<file path="src/sv/erwl_pkg.sv">
// ----------------------------------------------------------------------------
// erwl_pkg: shared types and constants of the record wear leveler
// Item payloads, stored page record, shared adder request/response and
// result codes.
// ----------------------------------------------------------------------------
package erwl_pkg;

  // Image size and register reset value
  localparam int unsigned PAGE_COUNT_DEF  = 128;
  localparam logic [31:0] ERASE_LIMIT_RST = 32'd100000;
  localparam int unsigned FIRST_DATA_PAGE = 2;

  // Result codes
  localparam logic [2:0] OUT_BOTH_INVALID = 3'd0;
  localparam logic [2:0] OUT_ONE_REPAIRED = 3'd1;
  localparam logic [2:0] OUT_BOTH_VALID   = 3'd2;
  localparam logic [2:0] OUT_SAVED        = 3'd3;
  localparam logic [2:0] OUT_SAVED_MOVED  = 3'd4;

  // Item function codes
  localparam logic FUNC_INIT = 1'b0;
  localparam logic FUNC_SAVE = 1'b1;

  typedef struct packed {
    logic        func;
    logic [31:0] total_value;
    logic [31:0] subtotal_value;
    logic [31:0] subtotal_two_value;
  } in_item_t;

  typedef struct packed {
    logic [2:0]  outcome;
    logic [6:0]  pair_first_page;
    logic [31:0] erase_count;
    logic        directory_written;
  } out_item_t;

  // One stored data page
  typedef struct packed {
    logic [31:0] erases;
    logic [31:0] total;
    logic [31:0] subtotal;
    logic [31:0] subtotal_two;
  } page_rec_t;

  // Shared adder operations
  typedef enum logic {
    ALU_INC,
    ALU_LT
  } alu_op_e;

  typedef struct packed {
    alu_op_e     op;
    logic [31:0] a;
    logic [31:0] b;
  } alu_req_t;

  typedef struct packed {
    logic [31:0] sum;
    logic        lt;
  } alu_rsp_t;

endpackage

</file>
<file path="src/sv/erwl_alu.sv">
// ----------------------------------------------------------------------------
// erwl_alu: shared 32-bit adder
// One carry chain serves both the increment and the unsigned less-than.
// ----------------------------------------------------------------------------
module erwl_alu
  import erwl_pkg::*;
(
  input  alu_req_t req_i,
  output alu_rsp_t rsp_o
);

  logic [31:0] b_op;
  logic [32:0] sum;

  // Select second operand: zero for increment, inverted b for compare
  always_comb begin
    case (req_i.op)
      ALU_INC: b_op = 32'd0;
      ALU_LT:  b_op = ~req_i.b;
      default: b_op = 32'd0;
    endcase
  end

  // Add with carry in; carry out set means a >= b on compare
  assign sum = {1'b0, req_i.a} + {1'b0, b_op} + 33'd1;

  assign rsp_o.sum = sum[31:0];
  assign rsp_o.lt  = ~sum[32];

endmodule

</file>
<file path="config.mk">
export PLATFORM = sky130hd
export DESIGN_NAME = erwl_alu
export DESIGN_NICKNAME = d
export VERILOG_FILES = /design/src/sv/erwl_pkg.sv /design/src/sv/erwl_alu.sv
export SDC_FILE = /design/constraint.sdc
export NUM_CORES = 1
export LEC_CHECK = 0
export BUFFER_PORTS_ARGS = -buffer_cell sky130_fd_sc_hd__buf_2
export CORE_MARGIN = 3
export CORE_UTILIZATION = 45
export DETAILED_ROUTE_END_ITERATION = 10
export PLACE_DENSITY = 0.8
export RECOVER_POWER = 100
export SYNTH_ARGS = -nofsm -noshare
export SYNTH_HDL_FRONTEND = slang
export SYNTH_SLANG_ARGS = --single-unit
export TNS_END_PERCENT = 30
</file>
<file path="constraint.sdc">
create_clock -name vclk -period 5.34
set_clock_uncertainty 0.1 [all_clocks]
set_input_delay 0.267 -clock vclk [all_inputs]
set_output_delay 0.267 -clock vclk [all_outputs]
set_load 0.02 [all_outputs]
</file>
==> Word-level counts from Yosys, hierarchy flattened <==
Cells that the tools add are included.
{ "totals": {"out_inout_bits": 33, "register_bits": 0, "in_bits": 65} }
{ "classes": {"n_bitwise": 3, "n_addsub": 2, "mux": 1} }
{ "op_table": {"columns": ["cell", "n"], "rows": [
  ["case mux 32 bit (2 select lines)", 1],
  ["adder 32 x 32 -> 33 bit", 1],
  ["adder 33 x 1 -> 33 bit (second input constant)", 1],
  ["inverter 32 bit", 1],
  ["inverter 1 bit", 2]
]} }

==> Depth between registers and ports, before layout <==
Gate-level depths: netlist (run 1).
{ "depth": {"depth_word": 5, "mapped_depth": 12, "mapped_depth_nobuf": 12} }

==> Worst setup path after synthesis (run 1) <==
No wires, ideal clock.
{ "synth_path": {"path_kind": "input to output", "startpoint": "in req_i[0] (netlist name)", "endpoint": "out rsp_o[31] (netlist name)", "cell_stages": 12, "slack_ps": 2114, "arrival_ps": 2859, "n_path_buf": 0, "cell_sequence": "nand2b_1 > ha_1 > inv_1 > fa_1 > a21o_1 > a221oi_2 > o21a_2 > o21ai_2 > a31oi_4 > o31ai_2 > o31a_1 > o311ai_1"} }
{ "synth_rtl": {"columns": ["item", "line", "source"], "rows": [
  ["start, declared", "erwl_alu.sv:8", "input alu_req_t req_i,"],
  ["end, declared", "erwl_alu.sv:9", "output alu_rsp_t rsp_o"]
]} }

==> reports/results.ini, run 1 <==
[run_status]
status = finished, final reports clean

[cells_and_area]
regArea_um2 = 0
drive_above_1_share_pct = 21.0
clkbuf_count = 0
final_common_cell = buf_2
nNetsFinal = 452
final_cell_mix = buf_2 (71), nor2b_1 (35), ha_1 (32)
n_sequential_cell = 0
n_antenna_cell = 0
area_growth_pct = 23.4
final_util_pct = 60.6

[worst_setup_path]
max_stage_delay_ns = 0.72
worstPathMaxFanout = 32
path_delay_family = compound AO/OA/AOI/OAI gates
crit_slowest_cell = clkbuf_1
crit_required_ns = 4.97
critPathKind = in -> out
cp.arrival_ns = 3.75
path_buf_inv = 2
worstSetupStartpointType = input port
crit_chain = clkbuf_1 > nor2b_1 > ha_1 > and3_1 > a221oi_1 > o21a_2 > o21ai_2 > a31oi_1 > o31ai_1 > o31a_1 > o311ai_1 > buf_2
worstSetupEndpointType = output port

[pwr]
p_leak_nw = 1.16
ir_drop_uv = 74.3
p_total_uw = 326
powerDensity_nw_per_um2 = 141

[floorplanning]
die_h_um = 70.6
start_util_pct = 49.1
dieArea_um2 = 4980
ioPinCount = 98
core_area_um2 = 3830
num_rows = 22
fp.dieW_um = 70.6

[grt]
grt_pass1_vias = 1980
grt_pass1_wl_mm = 8.15
grt-ovfl-total = 0
grt_max_degree = 33
antenna_found_initial = 0
grt_usage_pct = 18.2

[detailed_routing]
wl_per_cell_um = 12.5
vias_per_cell = 5.53
vias = 2213
drt_iter0_drc = 75
postRouteAntennaNets = 0
drc = 0
dr.pass1.iters = 4
totalWireLength_mm = 4.99

[sta]
slew_viol_final = 0
tns_ns = 0
hold_viol = 0
timing.final.setup_violations = 0
fin_crit_ns = 4.12
max_slew_margin_pct = 33.9
whs_ns = 0.863
grt_setup_unrepaired = false
tightest_slew_ns = 0.992
period_share_pct = 77.2
fmax_mhz = 243

[yosys]
yosys_warnings = 0
seq_area_frac_synth_pct = 0
syn-cell-area_um2 = 1880
synth_area_per_cell_um2 = 7.09
netlist_instances = 265
synth_fp_nets = 363
synth_cell_type_count = 44

[cts]
post_cts_buffers = 0
cts_resized = 0
ctsHoldBuffers = 0

[placement]
place.port_buffers = 98
place_congestion = 0.905
hpwl_mm = 4.20

[hold_path]
hp-class = in -> out

[run]
drv_cap = 0

-- path summary, 6_finish.rpt --
check / startpoint / to / slack (ns) / cells after the start
worst max-delay path: req_i[64] / rsp_o[31] / 1.22 / 12
worst min-delay path: req_i[63] / rsp_o[0] / 0.86 / 4
-- area by class of cell --
class	instances	area, um^2
fillers	376	1510
well taps	48	60.1
inverters	11	41.3
repair buffers	98	457
multi-input cells	243	1760
-- synth_stat cells (6+ instances only) --
| master | count | area share (%) |
|---|---|---|
| nor2b_1 | 35 | 12 |
| a31oi_1 | 6 | 2.0 |
| xnor2_1 | 21 | 9.8 |
| clkbuf_1 | 11 | 2.2 |
| nand2_1 | 19 | 3.8 |
| inv_1 | 11 | 2.2 |
| xor2_1 | 8 | 3.7 |
| ha_1 | 32 | 21 |
| a21o_1 | 14 | 5.6 |
| o21ai_0 | 11 | 2.9 |
| a21oi_1 | 30 | 8.0 |
| nor2_1 | 11 | 2.2 |
-- metal layers --
metal	routed length, um	up-vias	GRT usage [%]
li1	-	1138	-
met1	2310	989	25.1
met2	2320	84	32.6
met3	345	2	0.994
met4	21	0	1.67
met5	0	-	0
-- through the flow --
| step | setup slack (ns) | cells | cell area (um^2) |
|---|---|---|---|
| 2_1_floorplan | 2.11 | 265 | 1880 |
| 3_3_place_gp | 1.89 | 400 | 2390 |
| 3_5_place_dp | 1.77 | 400 | 2390 |
| 4_1_cts | 1.77 | 400 | 2390 |
| 5_1_grt | 0.767 | 400 | 2320 |
| 6_report | 1.22 | 400 | 2320 |
-- cell families (layout without fill, tap and decap cells) --
kind of cell | count (synthesis) | count (layout) | share of synthesized area [%]
compound gates | 96 | 96 | 35.5
xor+xnor | 29 | 29 | 13.5
fa+ha+maj | 33 | 33 | 22.4
buf+inv | 22 | 109 | 4.40
simple gates | 85 | 85 | 24.2
-- power breakdown --
part,internal [mW],switching [mW],total (mW)
Combinational,0.126,0.200,0.326
Clock,0,0,0
Sequential,0,0,0
Power figures use the tool's default switching activity.
==> inputs of run 2 (changes only) <==
Settings changed: CORE_UTILIZATION 45 to 44, PLACE_DENSITY 0.8 to 0.81.
Clock period 5.34 ns to 3.6 ns, I/O delays scaled along.
==> run 2 against run 1 <==
Net effect: final cell count increased by 0.75%; routed wire length increased by 0.86%; combinational power increased by 52%; final area increased by 2.1%; worst setup slack got worse by 1.0 ns; critical path depth unchanged; power increased by 52%; largest power group unchanged.
==> reports/results.ini, run 2 (synthesis gave the netlist of run 1 again) <==
[worst_setup_path]
cpMostUsedCell = nor2b_1
worstSetupStartpointType = input port
crit_slowest_cell = a211oi_1
crit_chain = buf_2 > nor2b_1 > ha_1 > nor2b_1 > o2111ai_1 > a21oi_1 > a211oi_1 > o31ai_2 > a41o_1 > a41oi_1 > xnor2_1 > clkbuf_2
worstSetupEndpointType = output port
cp.arrival_ns = 3.11  ; -0.64 ns
worstPathMaxFanout = 14  ; -56%
path_delay_family = compound AO/OA/AOI/OAI gates
critPathKind = in -> out
max_stage_delay_ns = 0.50  ; -0.22 ns
crit_required_ns = 3.32  ; -1.65 ns
path_buf_inv = 2  ; unchanged

[cells_and_area]
n_sequential_cell = 0  ; unchanged
regArea_um2 = 0  ; unchanged
drive_above_1_share_pct = 24.6  ; +3.6 points
final_cell_count_no_fill = 403  ; +0.75%
final_common_cell = buf_2
nNetsFinal = 453  ; +0.22%
n_antenna_cell = 0  ; unchanged
clkbuf_count = 0  ; unchanged
final_cell_mix = buf_2 (74), nor2b_1 (35), ha_1 (32)
area_growth_pct = 25.9

[grt]
grt_pass1_vias = 2055  ; +3.8%
grt_max_degree = 20  ; -39%
grt-ovfl-total = 0  ; unchanged
antenna_found_initial = 0  ; unchanged
grt_usage_pct = 18.7  ; +0.44 points
grt_pass1_wl_mm = 8.40  ; +3.1%

[sta]
fin_crit_ns = 3.39
slew_viol_final = 0  ; unchanged
period_share_pct = 94.2
tns_ns = 0  ; unchanged
hold_viol = 0  ; unchanged
max_slew_margin_pct = 63.7  ; +30 points
tightest_slew_ns = 0.541  ; -0.452 ns
grt_setup_unrepaired = false
timing.final.setup_violations = 0  ; unchanged
fmax_mhz = 295

[floorplanning]
dieArea_um2 = 5090  ; +2.1%
ioPinCount = 98  ; unchanged
start_util_pct = 46.3  ; -2.8 points
core_area_um2 = 4060  ; +6.0%
num_rows = 23  ; +4.5%
fp.dieW_um = 71.3  ; +1.0%
die_h_um = 71.3  ; +1.0%

[placement]
hpwl_mm = 4.28  ; +1.9%
place.port_buffers = 98  ; unchanged
place_congestion = 0.916  ; +1.3%
dp_cells = 403  ; +0.75%

[detailed_routing]
vias_per_cell = 5.51  ; -0.48%
drc = 0  ; unchanged
totalWireLength_mm = 5.04  ; +0.86%
postRouteAntennaNets = 0  ; unchanged
drt_iter0_drc = 126  ; +68%
dr.pass1.iters = 4  ; unchanged
vias = 2219  ; +0.27%
wl_per_cell_um = 12.5  ; +0.11%

[cts]
cts_resized = 0  ; unchanged
post_cts_buffers = 0  ; unchanged
ctsHoldBuffers = 0  ; unchanged

[pwr]
powerDensity_nw_per_um2 = 209  ; +48%
p_leak_nw = 1.20  ; +3.1%
ir_drop_uv = 102  ; +37%

[run]
drv_cap = 0  ; unchanged

[run_status]
status = finished, final reports clean

[hold_path]
hp-class = in -> out

-- run 2: final cells by class --
class	instances	area, um^2
Multi-Input combinational cell	243	1790
Fill cell	391	1690
Timing Repair Buffer	99	475
Tap cell	50	62.6
Inverter	11	41.3
-- run 2: worst paths after layout --
check	startpoint	to	slack, ns	cells past startpoint
hold / removal	req_i[32]	rsp_o[1]	0.71	5
setup / recovery	req_i[64]	rsp_o[32]	0.21	12
-- run 2: stage by stage --
step	instance area, um^2	hold slack, ns	setup slack, ns	power (mW)	util (%)
after floorplan	1880	0.475	0.548	0.356	-
after global placement	2400	0.680	0.424	0.500	59.1
after detailed placement	2400	0.690	0.374	0.504	59.1
after CTS	2400	0.691	0.382	0.506	59.1
after global routing	2360	0.750	0.0342	0.541	58.3
final	2360	0.714	0.209	0.494	58.3
-- run 2: metal layers --
layer,vias to the layer above,part of all wire [%],global-route usage [%]
li1,1151,-,-
met1,978,47,25.9
met2,86,46,33.6
met3,4,6.1,0.561
met4,0,0.77,1.25
met5,-,0,0
-- run 2: worst min-delay path, stage by stage --
cell and delay [ns]:
buf_2 0.10, inv_1 0.04, ha_1 0.13, inv_1 0.03, buf_2 0.15
-- run 2: power by group --
group | internal (mW) | switching, mW | total [mW]
logic | 0.194 | 0.300 | 0.494
registers | 0 | 0 | 0
clock network | 0 | 0 | 0
total | 0.194 | 0.300 | 0.494
